### src/rtl/sre_pkg.sv
package sre_pkg;

  localparam int COORD_W    = 16;
  localparam int PRESS_W    = 13;
  localparam int GAIN_W     = 16;
  localparam int LEN_W      = 28;
  localparam int CFG_IDX_W  = 1;
  localparam int CFG_DATA_W = 16;

  localparam logic [GAIN_W-1:0] WIDTH_GAIN_RST   = GAIN_W'(6554);
  localparam logic [GAIN_W-1:0] LENGTH_SCALE_RST = GAIN_W'(32768);

  // segment difference, sum of squares, root
  localparam int DIFF_W     = COORD_W + 1;
  localparam int SQ_W       = 2 * COORD_W + 2;
  localparam int ROOT_STEPS = SQ_W / 2;

  // gain * pressure, quotient and offset
  localparam int WP_W  = GAIN_W + PRESS_W;
  localparam int QUO_W = WP_W - GAIN_W + 1;
  localparam int OFS_W = QUO_W + 1;
  localparam int DIV_W = DIFF_W + GAIN_W + QUO_W - 1;

  localparam int UNIT_W  = (SQ_W > DIV_W) ? SQ_W : DIV_W;
  localparam int MUL_A_W = (DIFF_W > GAIN_W) ? DIFF_W : GAIN_W;
  localparam int MUL_B_W = (COORD_W > WP_W) ? COORD_W : WP_W;

  localparam int STEPS_MAX = (ROOT_STEPS > QUO_W) ? ROOT_STEPS : QUO_W;
  localparam int CNT_W     = $clog2(STEPS_MAX);

  localparam int VTX_W     = ((COORD_W > OFS_W) ? COORD_W : OFS_W) + 1;
  localparam int RUN_SUM_W = ((LEN_W > DIFF_W) ? LEN_W : DIFF_W) + 1;

  localparam logic [LEN_W-1:0] LEN_MAX = {LEN_W{1'b1}};

  localparam logic signed [VTX_W-1:0] VTX_HI =
    VTX_W'((longint'(1) <<< (COORD_W - 1)) - 1);
  localparam logic signed [VTX_W-1:0] VTX_LO =
    VTX_W'(-(longint'(1) <<< (COORD_W - 1)));

  typedef enum logic [CFG_IDX_W-1:0] {
    REG_WIDTH_GAIN   = 1'b0,
    REG_LENGTH_SCALE = 1'b1
  } cfg_idx_t;

  typedef enum logic {
    UOP_MAC,
    UOP_CSUB
  } unit_op_t;

  typedef enum logic [3:0] {
    ST_IDLE,
    ST_SQ_X,
    ST_SQ_Y,
    ST_ROOT,
    ST_INC,
    ST_WP,
    ST_NUM_X,
    ST_DIV_X,
    ST_NUM_Y,
    ST_DIV_Y,
    ST_EMIT
  } state_t;

  function automatic logic [COORD_W-1:0] sat_coord(input logic signed [VTX_W-1:0] v);
    logic signed [VTX_W-1:0] c;
    c = v;
    if (v > VTX_HI) c = VTX_HI;
    else if (v < VTX_LO) c = VTX_LO;
    return c[COORD_W-1:0];
  endfunction

endpackage

### src/rtl/sre_if.sv
interface sre_in_if import sre_pkg::*; ();
  logic                      valid;
  logic                      ready;
  logic signed [COORD_W-1:0] x_pos;
  logic signed [COORD_W-1:0] y_pos;
  logic [PRESS_W-1:0]        pressure;
  logic                      stroke_start;

  modport source (output valid, x_pos, y_pos, pressure, stroke_start, input ready);
  modport sink   (input valid, x_pos, y_pos, pressure, stroke_start, output ready);
endinterface

interface sre_out_if import sre_pkg::*; ();
  logic                      valid;
  logic                      ready;
  logic signed [COORD_W-1:0] left_x;
  logic signed [COORD_W-1:0] left_y;
  logic signed [COORD_W-1:0] right_x;
  logic signed [COORD_W-1:0] right_y;
  logic [LEN_W-1:0]          tex_coord;

  modport source (output valid, left_x, left_y, right_x, right_y, tex_coord, input ready);
  modport sink   (input valid, left_x, left_y, right_x, right_y, tex_coord, output ready);
endinterface

### src/rtl/sre_unit.sv
// Shared arithmetic unit: multiply-add, or compare-and-subtract.
module sre_unit import sre_pkg::*; (
  input  unit_op_t            op,
  input  logic [MUL_A_W-1:0]  mul_a,
  input  logic [MUL_B_W-1:0]  mul_b,
  input  logic [UNIT_W-1:0]   opd_a,
  input  logic [UNIT_W-1:0]   opd_b,
  output logic [UNIT_W-1:0]   res,
  output logic                ge
);

  logic [MUL_A_W+MUL_B_W-1:0] prod;
  logic [UNIT_W:0]            diff;

  assign prod = mul_a * mul_b;
  assign diff = {1'b0, opd_a} - {1'b0, opd_b};
  assign ge   = ~diff[UNIT_W];

  always_comb begin
    unique case (op)
      UOP_MAC:  res = UNIT_W'(prod) + opd_a;
      UOP_CSUB: res = diff[UNIT_W-1:0];
      default:  res = '0;
    endcase
  end

endmodule

### src/rtl/stroke_ribbon_expander_core.sv
// A segment of nonzero length steps the shared unit through two squares, COORD_W+1 root
//   steps, the length increment, gain * pressure and two QUO_W-step restoring divides
//   (x and y offsets); a zero-length segment skips the divides. A point that emits nothing
//   leaves the block idle; input is ready only while idle, so one segment runs at a time.
// Reset (rst_n, synchronous, active low): idle, no stored point, length zero, registers at
//   width_gain = 6554 and length_scale = 32768, result channel empty.
module stroke_ribbon_expander_core import sre_pkg::*; (
  input  logic                  clk,
  input  logic                  rst_n,
  sre_in_if.sink                in_ch,
  sre_out_if.source             out_ch,
  input  logic                  cfg_we,
  input  logic [CFG_IDX_W-1:0]  cfg_index,
  input  logic [CFG_DATA_W-1:0] cfg_wdata
);

  // sequencer
  state_t state_r, state_nxt;
  logic [CNT_W-1:0] cnt_r;

  // config
  logic [GAIN_W-1:0] gain_r;
  logic [GAIN_W-1:0] scale_r;

  // stroke state
  logic signed [COORD_W-1:0] prev_x_r, prev_y_r;
  logic [PRESS_W-1:0]        prev_p_r;
  logic                      have_prev_r;
  logic [LEN_W-1:0]          run_len_r;

  // per-segment working set
  logic signed [COORD_W-1:0] base_x_r, base_y_r;
  logic [PRESS_W-1:0]        base_p_r;
  logic signed [DIFF_W-1:0]  dx_r, dy_r;
  logic [COORD_W-1:0]        ax_r, ay_r;   // magnitudes, halved when sh_r
  logic                      sh_r;
  logic [DIFF_W-1:0]         len_r;
  logic [WP_W-1:0]           wp_r;
  logic signed [OFS_W-1:0]   ox_r;

  // shared-unit operands: acc = radicand / remainder, aux = root / shifted divisor
  logic [UNIT_W-1:0] acc_r, aux_r;
  logic [SQ_W-1:0]   bit_r;
  logic [QUO_W-1:0]  quo_r;

  // result register
  logic                      out_valid_r;
  logic signed [COORD_W-1:0] left_x_r, left_y_r, right_x_r, right_y_r;
  logic [LEN_W-1:0]          tex_r;

  // unit hookup
  unit_op_t           uop;
  logic [MUL_A_W-1:0] mul_a;
  logic [MUL_B_W-1:0] mul_b;
  logic [UNIT_W-1:0]  opd_a, opd_b, ures;
  logic               uge;

  sre_unit u_unit (
    .op    (uop),
    .mul_a (mul_a),
    .mul_b (mul_b),
    .opd_a (opd_a),
    .opd_b (opd_b),
    .res   (ures),
    .ge    (uge)
  );

  // ---------------------------------------------------------------------------------------
  // Input side: difference to the stored point, done in the transfer cycle.
  logic                     in_xfer;
  logic                     seg_go;
  logic signed [DIFF_W-1:0] dx_in, dy_in;
  logic [DIFF_W-1:0]        mx_in, my_in;
  logic                     half_in;

  assign in_ch.ready = (state_r == ST_IDLE);
  assign in_xfer     = in_ch.valid && in_ch.ready;
  assign seg_go      = in_xfer && !in_ch.stroke_start && have_prev_r;

  assign dx_in = DIFF_W'(in_ch.x_pos) - DIFF_W'(prev_x_r);
  assign dy_in = DIFF_W'(in_ch.y_pos) - DIFF_W'(prev_y_r);
  assign mx_in = dx_in[DIFF_W-1] ? DIFF_W'(-dx_in) : DIFF_W'(dx_in);
  assign my_in = dy_in[DIFF_W-1] ? DIFF_W'(-dy_in) : DIFF_W'(dy_in);
  // differences of 2^31 or more are halved for the root only (wide coordinates)
  assign half_in = ((mx_in >> 31) != '0) || ((my_in >> 31) != '0);

  // ---------------------------------------------------------------------------------------
  // Derived values used by several states.
  logic [DIFF_W-1:0]       abs_dx, abs_dy;
  logic [DIFF_W-1:0]       len_now;
  logic [DIFF_W-1:0]       inc;
  logic [RUN_SUM_W-1:0]    run_sum;
  logic signed [OFS_W-1:0] quo_s;
  logic signed [OFS_W-1:0] ox_now, oy_now;
  logic                    dy_pos;
  logic                    emit_go;

  assign abs_dx  = dx_r[DIFF_W-1] ? DIFF_W'(-dx_r) : DIFF_W'(dx_r);
  assign abs_dy  = dy_r[DIFF_W-1] ? DIFF_W'(-dy_r) : DIFF_W'(dy_r);
  assign len_now = aux_r[DIFF_W-1:0] << sh_r;
  // (len * scale + half) >> 16
  assign inc     = ures[GAIN_W +: DIFF_W];
  assign run_sum = RUN_SUM_W'(run_len_r) + RUN_SUM_W'(inc);
  assign quo_s   = $signed({1'b0, quo_r});
  assign dy_pos  = !dy_r[DIFF_W-1] && (dy_r != '0);
  // x offset follows -dy, y offset follows dx
  assign ox_now  = dy_pos ? -quo_s : quo_s;
  assign oy_now  = (len_r == '0) ? '0 : (dx_r[DIFF_W-1] ? -quo_s : quo_s);
  assign emit_go = (state_r == ST_EMIT) && (!out_valid_r || out_ch.ready);

  // ---------------------------------------------------------------------------------------
  // Sequencer: next state and unit operand select.
  always_comb begin
    state_nxt = state_r;
    uop       = UOP_MAC;
    mul_a     = '0;
    mul_b     = '0;
    opd_a     = '0;
    opd_b     = '0;
    unique case (state_r)
      ST_IDLE: begin
        if (seg_go) state_nxt = ST_SQ_X;
      end
      ST_SQ_X: begin
        mul_a     = MUL_A_W'(ax_r);
        mul_b     = MUL_B_W'(ax_r);
        state_nxt = ST_SQ_Y;
      end
      ST_SQ_Y: begin
        mul_a     = MUL_A_W'(ay_r);
        mul_b     = MUL_B_W'(ay_r);
        opd_a     = acc_r;
        state_nxt = ST_ROOT;
      end
      ST_ROOT: begin
        // bit-pair root: trial value is root | bit, no carries
        uop   = UOP_CSUB;
        opd_a = acc_r;
        opd_b = aux_r | UNIT_W'(bit_r);
        if (cnt_r == '0) state_nxt = ST_INC;
      end
      ST_INC: begin
        mul_a     = MUL_A_W'(len_now);
        mul_b     = MUL_B_W'(scale_r);
        opd_a     = UNIT_W'(1) << (GAIN_W - 1);
        state_nxt = ST_WP;
      end
      ST_WP: begin
        mul_a     = MUL_A_W'(gain_r);
        mul_b     = MUL_B_W'(base_p_r);
        state_nxt = (len_r == '0) ? ST_EMIT : ST_NUM_X;
      end
      ST_NUM_X: begin
        // |n| * wp + den / 2, den = len << 16
        mul_a     = MUL_A_W'(abs_dy);
        mul_b     = MUL_B_W'(wp_r);
        opd_a     = UNIT_W'(len_r) << (GAIN_W - 1);
        state_nxt = ST_DIV_X;
      end
      ST_DIV_X: begin
        uop   = UOP_CSUB;
        opd_a = acc_r;
        opd_b = aux_r;
        if (cnt_r == '0) state_nxt = ST_NUM_Y;
      end
      ST_NUM_Y: begin
        mul_a     = MUL_A_W'(abs_dx);
        mul_b     = MUL_B_W'(wp_r);
        opd_a     = UNIT_W'(len_r) << (GAIN_W - 1);
        state_nxt = ST_DIV_Y;
      end
      ST_DIV_Y: begin
        uop   = UOP_CSUB;
        opd_a = acc_r;
        opd_b = aux_r;
        if (cnt_r == '0) state_nxt = ST_EMIT;
      end
      ST_EMIT: begin
        if (emit_go) state_nxt = ST_IDLE;
      end
      default: state_nxt = ST_IDLE;
    endcase
  end

  always_ff @(posedge clk) begin
    if (!rst_n) state_r <= ST_IDLE;
    else        state_r <= state_nxt;
  end

  // ---------------------------------------------------------------------------------------
  // Control state: config, stored point, running length, result valid.
  always_ff @(posedge clk) begin
    if (!rst_n) begin
      gain_r      <= WIDTH_GAIN_RST;
      scale_r     <= LENGTH_SCALE_RST;
      prev_x_r    <= '0;
      prev_y_r    <= '0;
      prev_p_r    <= '0;
      have_prev_r <= 1'b0;
      run_len_r   <= '0;
      out_valid_r <= 1'b0;
    end else begin
      if (cfg_we) begin
        unique case (cfg_idx_t'(cfg_index))
          REG_WIDTH_GAIN:   gain_r  <= GAIN_W'(cfg_wdata);
          REG_LENGTH_SCALE: scale_r <= GAIN_W'(cfg_wdata);
          default: ;
        endcase
      end

      if (in_xfer) begin
        prev_x_r    <= in_ch.x_pos;
        prev_y_r    <= in_ch.y_pos;
        prev_p_r    <= in_ch.pressure;
        have_prev_r <= 1'b1;
        if (in_ch.stroke_start) run_len_r <= '0;
      end

      if (state_r == ST_INC) begin
        run_len_r <= (run_sum > RUN_SUM_W'(LEN_MAX)) ? LEN_MAX : run_sum[LEN_W-1:0];
      end

      if (emit_go)           out_valid_r <= 1'b1;
      else if (out_ch.ready) out_valid_r <= 1'b0;
    end
  end

  // ---------------------------------------------------------------------------------------
  // Datapath registers, stepped by the sequencer.
  always_ff @(posedge clk) begin
    unique case (state_r)
      ST_IDLE: begin
        if (seg_go) begin
          base_x_r <= prev_x_r;
          base_y_r <= prev_y_r;
          base_p_r <= prev_p_r;
          dx_r     <= dx_in;
          dy_r     <= dy_in;
          sh_r     <= half_in;
          ax_r     <= COORD_W'(half_in ? (mx_in >> 1) : mx_in);
          ay_r     <= COORD_W'(half_in ? (my_in >> 1) : my_in);
        end
      end
      ST_SQ_X: acc_r <= ures;
      ST_SQ_Y: begin
        acc_r <= ures;
        aux_r <= '0;
        bit_r <= SQ_W'(1) << (SQ_W - 2);
        cnt_r <= CNT_W'(ROOT_STEPS - 1);
      end
      ST_ROOT: begin
        if (uge) begin
          acc_r <= ures;
          aux_r <= (aux_r >> 1) | UNIT_W'(bit_r);
        end else begin
          aux_r <= aux_r >> 1;
        end
        bit_r <= bit_r >> 2;
        cnt_r <= cnt_r - 1'b1;
      end
      ST_INC: len_r <= len_now;
      ST_WP: begin
        wp_r <= ures[WP_W-1:0];
        ox_r <= '0;
        quo_r <= '0;
      end
      ST_NUM_X, ST_NUM_Y: begin
        acc_r <= ures;
        aux_r <= UNIT_W'(len_r) << (GAIN_W + QUO_W - 1);
        quo_r <= '0;
        cnt_r <= CNT_W'(QUO_W - 1);
        if (state_r == ST_NUM_Y) ox_r <= ox_now;
      end
      ST_DIV_X, ST_DIV_Y: begin
        if (uge) acc_r <= ures;
        quo_r <= {quo_r[QUO_W-2:0], uge};
        aux_r <= aux_r >> 1;
        cnt_r <= cnt_r - 1'b1;
      end
      ST_EMIT: begin
        if (emit_go) begin
          left_x_r  <= sat_coord(VTX_W'(base_x_r) - VTX_W'(ox_r));
          left_y_r  <= sat_coord(VTX_W'(base_y_r) - VTX_W'(oy_now));
          right_x_r <= sat_coord(VTX_W'(base_x_r) + VTX_W'(ox_r));
          right_y_r <= sat_coord(VTX_W'(base_y_r) + VTX_W'(oy_now));
          tex_r     <= run_len_r;
        end
      end
      default: ;
    endcase
  end

  assign out_ch.valid     = out_valid_r;
  assign out_ch.left_x    = left_x_r;
  assign out_ch.left_y    = left_y_r;
  assign out_ch.right_x   = right_x_r;
  assign out_ch.right_y   = right_y_r;
  assign out_ch.tex_coord = tex_r;

endmodule

### src/flat_wrapper.sv
// flat-port wrapper written by rule: the top's interface ports become plain ports
module stroke_ribbon_expander_core_flat import sre_pkg::*;
  (clk, rst_n, cfg_we, cfg_index, cfg_wdata, in_ch_valid, in_ch_x_pos, in_ch_y_pos, in_ch_pressure, in_ch_stroke_start, in_ch_ready, out_ch_valid, out_ch_left_x, out_ch_left_y, out_ch_right_x, out_ch_right_y, out_ch_tex_coord, out_ch_ready);
  sre_in_if in_ch_i ();
  sre_out_if out_ch_i ();
  input  logic clk;
  input  logic rst_n;
  input  logic cfg_we;
  input  logic [CFG_IDX_W-1:0] cfg_index;
  input  logic [CFG_DATA_W-1:0] cfg_wdata;
  input wire logic [$bits(in_ch_i.valid)-1:0] in_ch_valid;
  input wire logic [$bits(in_ch_i.x_pos)-1:0] in_ch_x_pos;
  input wire logic [$bits(in_ch_i.y_pos)-1:0] in_ch_y_pos;
  input wire logic [$bits(in_ch_i.pressure)-1:0] in_ch_pressure;
  input wire logic [$bits(in_ch_i.stroke_start)-1:0] in_ch_stroke_start;
  output wire logic [$bits(in_ch_i.ready)-1:0] in_ch_ready;
  output wire logic [$bits(out_ch_i.valid)-1:0] out_ch_valid;
  output wire logic [$bits(out_ch_i.left_x)-1:0] out_ch_left_x;
  output wire logic [$bits(out_ch_i.left_y)-1:0] out_ch_left_y;
  output wire logic [$bits(out_ch_i.right_x)-1:0] out_ch_right_x;
  output wire logic [$bits(out_ch_i.right_y)-1:0] out_ch_right_y;
  output wire logic [$bits(out_ch_i.tex_coord)-1:0] out_ch_tex_coord;
  input wire logic [$bits(out_ch_i.ready)-1:0] out_ch_ready;
  assign in_ch_i.valid = in_ch_valid;
  assign in_ch_i.x_pos = in_ch_x_pos;
  assign in_ch_i.y_pos = in_ch_y_pos;
  assign in_ch_i.pressure = in_ch_pressure;
  assign in_ch_i.stroke_start = in_ch_stroke_start;
  assign in_ch_ready = in_ch_i.ready;
  assign out_ch_valid = out_ch_i.valid;
  assign out_ch_left_x = out_ch_i.left_x;
  assign out_ch_left_y = out_ch_i.left_y;
  assign out_ch_right_x = out_ch_i.right_x;
  assign out_ch_right_y = out_ch_i.right_y;
  assign out_ch_tex_coord = out_ch_i.tex_coord;
  assign out_ch_i.ready = out_ch_ready;
  stroke_ribbon_expander_core u_core (.clk(clk), .rst_n(rst_n), .in_ch(in_ch_i), .out_ch(out_ch_i), .cfg_we(cfg_we), .cfg_index(cfg_index), .cfg_wdata(cfg_wdata));
endmodule
### config.mk
export PLATFORM = sky130hd
export DESIGN_NAME = stroke_ribbon_expander_core_flat
export DESIGN_NICKNAME = d
export VERILOG_FILES = /design/src/rtl/sre_pkg.sv /design/src/rtl/sre_if.sv /design/src/rtl/sre_unit.sv /design/src/rtl/stroke_ribbon_expander_core.sv /design/src/flat_wrapper.sv
export SDC_FILE = /design/constraint.sdc
export NUM_CORES = 2
export LEC_CHECK = 0
export ABC_AREA = 1
export BUFFER_PORTS_ARGS = -buffer_cell sky130_fd_sc_hd__buf_2
export CAP_MARGIN = 40
export CORE_MARGIN = 2
export CORE_UTILIZATION = 55
export DETAILED_ROUTE_END_ITERATION = 16
export GPL_TIMING_DRIVEN = 0
export PLACE_DENSITY = 0.84
export SLEW_MARGIN = 15
export SYNTH_ARGS = -nofsm -noshare
export SYNTH_HDL_FRONTEND = slang
export SYNTH_HIERARCHICAL = 1
export SYNTH_SLANG_ARGS = --single-unit
### constraint.sdc
create_clock -name clk -period 9.2 [get_ports clk]
set_input_delay 0.46 -clock clk [delete_from_list [all_inputs] [get_ports clk]]
set_output_delay 0.46 -clock clk [all_outputs]
set_load 0.005 [all_outputs]
== Word level (Yosys, flattened, before mapping) ==
Cells that the tools add are included.

* Multiply operators: 1
* Reductions and logical operators: 36
* Mux-type cells: 39
* Eq/ne operators: 17
* Order comparisons: 9
* Add/sub/neg operators: 16
* Bitwise operators: 5

{| class="wikitable"
|+ Operators by type and width
! kind !! count
|-
| one-hot mux 46 bit (2 select lines) || 3
|-
| one-hot mux 46 bit (4 select lines) || 1
|-
| one-hot mux 29 bit (5 select lines) || 1
|-
| one-hot mux 46 bit (3 select lines) || 1
|-
| two-way mux 28 bit || 4
|-
| one-hot mux 17 bit (6 select lines) || 1
|-
| two-way mux 16 bit || 6
|-
| two-way mux 46 bit || 2
|-
| greater-than comparator 17 x 16 -> 1 bit, second input constant || 4
|-
| < comparator 17 x 16 -> 1 bit, second input constant || 4
|-
| one-hot mux 34 bit (2 select lines) || 1
|-
| two-way mux 15 bit || 4
|-
| subtractor 46 x 46 -> 47 bit || 1
|-
| adder 46 bit || 1
|-
| multiplier 17 x 29 -> 46 bit || 1
|-
| bitwise OR 46 x 34 -> 46 bit || 1
|-
| bitwise OR 45 x 34 -> 45 bit || 1
|-
| one-hot mux 4 bit (11 select lines) || 1
|-
| adder 16 x 15 -> 17 bit || 2
|-
| two-way mux 17 bit || 2
|-
| negation 17 bit || 2
|-
| subtractor 16 x 15 -> 17 bit || 2
|-
| subtractor 16 x 16 -> 17 bit || 2
|-
| negation 16 bit || 2
|-
| other kinds (31) || 73
|}

* Flip-flop bits (word level): 520
* Output and inout bits: 94
* Bits of input ports: 68
* Logic and storage cells: 152

== Logic depth before layout (Yosys ltp) ==
* Depth in word-level cells: 10
* Gate-level depth with buffers: 52
* Depth with buffers taken out: 50

== Cells and area by module ==
Netlist, hierarchy kept.

{| class="wikitable"
|+ By module, submodules not included
! module !! cells each !! instances !! seq. area each (um^2) !! area an instance (um^2)
|-
| stroke_ribbon_expander_core || 3292 || 1 || 13933.4 || 27900.5
|-
| sre_unit || 3571 || 1 || 0.0 || 22903.2
|}

== Least setup slack after synthesis ==
Ideal clock, no wire load.

* Kind: reg2reg
* Start: reg u_core.state_r[0]
* End: reg u_core.run_len_r[24]
* Library setup time: 132 ps
* Arrival: 8589 ps
* Path buffers: 4
* Setup slack: 479 ps
* Stages on the path, launching flop included: 42
* Period minus slack after synthesis: 8721 ps
* Data required time: 9068 ps
* Cell sequence: dfxtp_1 inv_1 nor2_1 inv_1 nor2_1 clkbuf_1 nand2_1 nand4_1 clkbuf_1 clkbuf_1 nand2_1 fa_1 fa_1 inv_1 fa_1 fa_1 fa_1 inv_1 [6 not listed] nand2_1 nand2_1 nand3_2 xor2_1 nand2_1 nand2_1 ha_1 nand2_1 inv_1 a21oi_1 nand2_1 nand2_1 nand3_1 nand2_1 buf_2 nand2_1 o21ai_0 a21oi_1

* Word-level cells in the longest chain between the ends: 10
* Elaborated cells on any way between the ends: 32
* Those cells by class: add/sub (3); mul (1); order compare (1); eq/ne (9); mux (8); bitwise (1); reduce/logical (9)

{| class="wikitable"
|+ Ends and longest elaborated chain
! item !! line !! RTL
|-
| start: declaration || stroke_ribbon_expander_core.sv:18 || <nowiki>state_t state_r, state_nxt;</nowiki>
|-
| start signal: assignment || stroke_ribbon_expander_core.sv:187 || <nowiki>else state_r <= state_nxt;</nowiki>
|-
| equality test 4 x 3 -> 1 bit / equality test 4 bit (equally long branches) || stroke_ribbon_expander_core.sv:120 || <nowiki>unique case (state_r)</nowiki>
|-
| OR reduction 2 bit (no line) || -- ||
|-
| one-hot mux 29 bit (5 select lines) * || stroke_ribbon_expander_core.sv:120 ||
|-
| named net u_core.mul_b[0] || stroke_ribbon_expander_core.sv:54 || <nowiki>logic [MUL_B_W-1:0] mul_b;</nowiki>
|-
| multiplier 17 x 29 -> 46 bit * || sre_unit.sv:15 || <nowiki>assign prod = mul_a * mul_b;</nowiki>
|-
| adder 46 bit * || sre_unit.sv:21 || <nowiki>UOP_MAC: res = UNIT_W'(prod) + opd_a;</nowiki>
|-
| one-hot mux 46 bit (2 select lines) * || sre_unit.sv:20 || <nowiki>unique case (op)</nowiki>
|-
| named net u_core.ures[26] || stroke_ribbon_expander_core.sv:55 || <nowiki>logic [UNIT_W-1:0] opd_a, opd_b, ures;</nowiki>
|-
| adder 28 x 17 -> 29 bit * || stroke_ribbon_expander_core.sv:103 || <nowiki>assign run_sum = RUN_SUM_W'(run_len_r) + RUN_SUM_W'(inc);</nowiki>
|-
| greater-than comparator 29 x 28 -> 1 bit || stroke_ribbon_expander_core.sv:220 || <nowiki>run_len_r <= (run_sum > RUN_SUM_W'(LEN_MAX)) ? LEN_MAX : run_sum[LEN_W-1:0];</nowiki>
|-
| two-way mux 28 bit * || stroke_ribbon_expander_core.sv:220 ||
|-
| two-way mux 28 bit * || stroke_ribbon_expander_core.sv:219 || <nowiki>if (state_r == ST_INC) begin</nowiki>
|-
| end signal: assignment || stroke_ribbon_expander_core.sv:220 ||
|-
| end: declaration || stroke_ribbon_expander_core.sv:29 || <nowiki>logic [LEN_W-1:0] run_len_r;</nowiki>
|}

The timed path passes the listed nets; every way through them passes the cells marked *.
A chain may end at the register's enable or synchronous reset.

== Worst setup path in the final report ==
* Start: reg u_core.dy_r[0]
* End: reg u_core.run_len_r[23]

* Word-level cells in the longest chain between the ends: 10

{| class="wikitable"
|+ Ends and longest elaborated chain
! item !! line !! RTL
|-
| start: declaration || stroke_ribbon_expander_core.sv:34 || <nowiki>logic signed [DIFF_W-1:0] dx_r, dy_r;</nowiki>
|-
| start signal: assignment || stroke_ribbon_expander_core.sv:238 || <nowiki>dy_r <= dy_in;</nowiki>
|-
| negation 17 bit * || stroke_ribbon_expander_core.sv:99 || <nowiki>assign abs_dy = dy_r[DIFF_W-1] ? DIFF_W'(-dy_r) : DIFF_W'(dy_r);</nowiki>
|-
| two-way mux 17 bit * || stroke_ribbon_expander_core.sv:99 ||
|-
| one-hot mux 17 bit (6 select lines) * || stroke_ribbon_expander_core.sv:120 ||
|-
| named net u_core.mul_a[11] || stroke_ribbon_expander_core.sv:53 || <nowiki>logic [MUL_A_W-1:0] mul_a;</nowiki>
|-
| multiplier 17 x 29 -> 46 bit * || sre_unit.sv:15 ||
|-
| adder 46 bit * || sre_unit.sv:21 ||
|-
| one-hot mux 46 bit (2 select lines) * || sre_unit.sv:20 ||
|-
| named net u_core.ures[26] || stroke_ribbon_expander_core.sv:55 ||
|-
| adder 28 x 17 -> 29 bit * || stroke_ribbon_expander_core.sv:103 ||
|-
| greater-than comparator 29 x 28 -> 1 bit || stroke_ribbon_expander_core.sv:220 ||
|-
| two-way mux 28 bit * || stroke_ribbon_expander_core.sv:220 ||
|-
| two-way mux 28 bit * || stroke_ribbon_expander_core.sv:219 ||
|}

Marks and branches as above.

==> flow_metrics.env <==
export IMPL_slowest_stage="fa_1"
export IMPL_fin_cells=8368
export IMPL_drc_errors=0
export IMPL_placed_cells=8233
export IMPL_synth_compound_area_share_pct=7.78
export IMPL_status="complete, no violations"
export IMPL_cpMostUsedCell="nand2_1"
export IMPL_synthSimpleGateAreaFrac_pct=23.5
export IMPL_synth_edff_count=390
export IMPL_relSlewSlack_pct=40.1
export IMPL_clock_root_buffer="clkbuf_16"
export IMPL_grt_pass1_wl_um=260000
export IMPL_grt_max_degree=35
export IMPL_place_gp_congestion=1.04
export IMPL_firstDrtPassIters=6
export IMPL_cp_max_fo=10
export IMPL_io_pins=162
export IMPL_die_x_um=308
export IMPL_netlist_area_mm2=0.0508
export IMPL_r2r_slack_ps=140
export IMPL_max_freq_mhz=110
export IMPL_die_h_um=308
export IMPL_vias=46500
export IMPL_clk_pin_slew_ps=70
export IMPL_cap_violations=0
export IMPL_drt_initial_drc_count=5407
export IMPL_synth_top_family_by_area="adder cells"
export IMPL_synth_mux_area_share_pct=0
export IMPL_period_needed_ps=9060
export IMPL_grtUsageTotal_pct=36.0
export IMPL_worstSetupPathType="reg2reg"
export IMPL_start_util_pct=55.4
export IMPL_endpoint_kind="flop"
export IMPL_hold_violations=0
export IMPL_synth_xor_area_share_pct=2.08
export IMPL_place_hpwl_um=139000
export IMPL_cts_htree_levels=2
export IMPL_holdWs_ps=78.7
export IMPL_placed_cell_area_mm2=0.0535
export IMPL_async_flop_share_pct=0
export IMPL_cts_sinks=501
export IMPL_layout_commonest_cell="nand2_1"
export IMPL_antenna_left=0
export IMPL_io_buffers=161
export IMPL_power_density_mw_per_mm2=224
export IMPL_finalCritPeriodShare_pct=98.5
export IMPL_final_setup_tns_ps=0
export IMPL_row_count=111
export IMPL_postLayoutCellArea_mm2=0.0575
export IMPL_setup_violations=0
export IMPL_start_kind="flop"
export IMPL_area_growth_pct=13.1
export IMPL_antenna_found_initial=7
export IMPL_cts_buffer_depth=3
export IMPL_max_stage_delay_ps=600
export IMPL_avgSynthCellArea_um2=7.40
export IMPL_clock_latency_ps=620
export IMPL_syn_nets=7672
export IMPL_synthAdderAreaFrac_pct=25.0
export IMPL_required_ps=9680
export IMPL_syn_inst=6863
export IMPL_hp_class="in2reg"
export IMPL_max_vdd_ir_drop_v=0.000186
export IMPL_viasPerCell=5.56
export IMPL_numCtsBuffers=52
export IMPL_drive_above_1_share_pct=11.8
export IMPL_cts_tree="built"
export IMPL_ys_seq_area_share_pct=27.4
export IMPL_core_mm2=0.0917
export IMPL_tightest_slew_ps=888
export IMPL_synth_seq_cells=501
export IMPL_wl_um=171000
export IMPL_synthFlopType="edfxtp_1"
export IMPL_fin_nets=7942
export IMPL_fin_worst_skew_ps=11.3
export IMPL_yosysUniqueCellTypes=61
export IMPL_hold_buffers=0
export IMPL_slew_violations=0
export IMPL_yosys_warnings=6
export IMPL_grt_pass1_vias=44800
export IMPL_final_cell_mix="nand2_1, inv_1, fa_1"
export IMPL_gr_total_overflow=0
export IMPL_arrival_ps=9550
export IMPL_wl_per_cell_um=20.5
export IMPL_dieArea_mm2=0.0948
export IMPL_p_leak_nw=30.4
==> worst paths after layout <==
kind	startpoint	end	depth (start not counted)
worst max register to register	u_core/dy_r[0]	u_core/run_len_r[23]	43
worst min register to register	u_core/prev_p_r[12]	u_core/base_p_r[12]	0
worst max-delay path	u_core/dy_r[0]	u_core/run_len_r[23]	43
worst min-delay path	in_ch_pressure[5]	u_core/prev_p_r[5]	3
==> flip-flops by register name (all words and copies together), names as in the netlist, 16 cells and up <==
register	cells
u_core/run_len_r	28
u_core/acc_r	46
u_core/base_x_r	16
u_core/out_ch.right_x	16
u_core/wp_r	29
u_core/gain_r	16
u_core/bit_r	17
u_core/dy_r	17
u_core/scale_r	16
u_core/out_ch.left_x	16
u_core/dx_r	17
u_core/prev_x_r	16
u_core/aux_r	46
u_core/prev_y_r	16
u_core/len_r	17
u_core/out_ch.left_y	16
u_core/out_ch.right_y	16
u_core/out_ch.tex_coord	28
u_core/base_y_r	16
==> kinds of logic (layout without fill, tap and decap cells) <==
kind of cell	after synthesis	count (layout)
simple gates	2896	2896
buf+inv	1896	2210
fa+ha+maj	741	741
compound gates	711	711
flops	501	501
xor+xnor	118	118
other cells	0	5
==> critical path: cells and delay by family, from the launching register on <==
family	cells	cell delay, ps
compound gates	6	980
xor+xnor	1	220
fa+ha+maj	8	3840
buf+inv	7	950
flops	1	430
simple gates	21	2460
==> stage by stage <==
step	util [%]	setup WS (ps)	total power [W]
global placement	57.9	-2120	0.00954
global route	62.7	-75.1	0.0136
floorplan	-	479	0.00748
finish	62.7	139	0.0129
CTS	61.4	0.00799	0.0122
detailed placement	58.4	-1750	0.00970
==> metal layers <==
layer  vias up  track usage, %  part of all wire (%)
met5         -               0                     0
met4         0            14.3                   4.8
met3       458            8.18                    12
met2      2578            56.5                    44
met1     22100            48.5                    39
li1      21400               -                     -
==> cell usage after synthesis, types with 6 or more instances <==
cell | instances | area, um^2
nand3_2 | 19 | 190
inv_2 | 47 | 176
o21bai_1 | 21 | 158
o211ai_1 | 8 | 60.1
nor3_1 | 41 | 205
ha_1 | 284 | 3550
buf_2 | 33 | 165
nand3_1 | 277 | 1390
a31oi_1 | 6 | 37.5
nand4_1 | 50 | 313
fa_1 | 457 | 9150
nand2_2 | 42 | 263
nor2_4 | 9 | 101
nor2_2 | 19 | 119
edfxtp_1 | 390 | 11700
and2_1 | 15 | 93.8
nand3b_1 | 11 | 82.6
o21ai_1 | 38 | 190
o21ai_0 | 227 | 1140
o22ai_1 | 40 | 250
inv_1 | 1626 | 6100
a21oi_2 | 6 | 52.6
nand2_1 | 1918 | 7200
a21oi_1 | 303 | 1520
a221oi_1 | 19 | 166
xor2_1 | 99 | 867
clkbuf_1 | 165 | 619
or2_2 | 11 | 68.8
nor2_1 | 466 | 1750
dfxtp_1 | 111 | 2220
nor3_2 | 6 | 60.1
xnor2_1 | 16 | 140
buf_1 | 12 | 45.0
==> power by group <==
part           switching (W)  internal, W  total, W  leakage (nW)
logic                0.00524      0.00238   0.00761          25.0
registers           0.000119      0.00291   0.00302          4.45
clock network       0.000945      0.00132   0.00226         0.874
==> what timing repair did <==
action                                  in CTS  in global routing
resized for setup                          299                260
cloned                                       0                  1
pin swaps                                   23                 66
setup buffers                               20                 28
endpoints found under the setup margin      53                 28
==> area by class of cell <==
cell class / instances / area, um^2
fillers: 8086 / 34200
plain buffers: 201 / 1330
repair buffers: 234 / 1570
well taps: 1186 / 1480
diodes: 5 / 12.5
clock inverters: 30 / 392
clock buffers: 68 / 1420
inverters: 1677 / 6300
flip-flops and latches: 501 / 13900
multi-input cells: 4466 / 31000
Power figures use the tool's default switching activity.
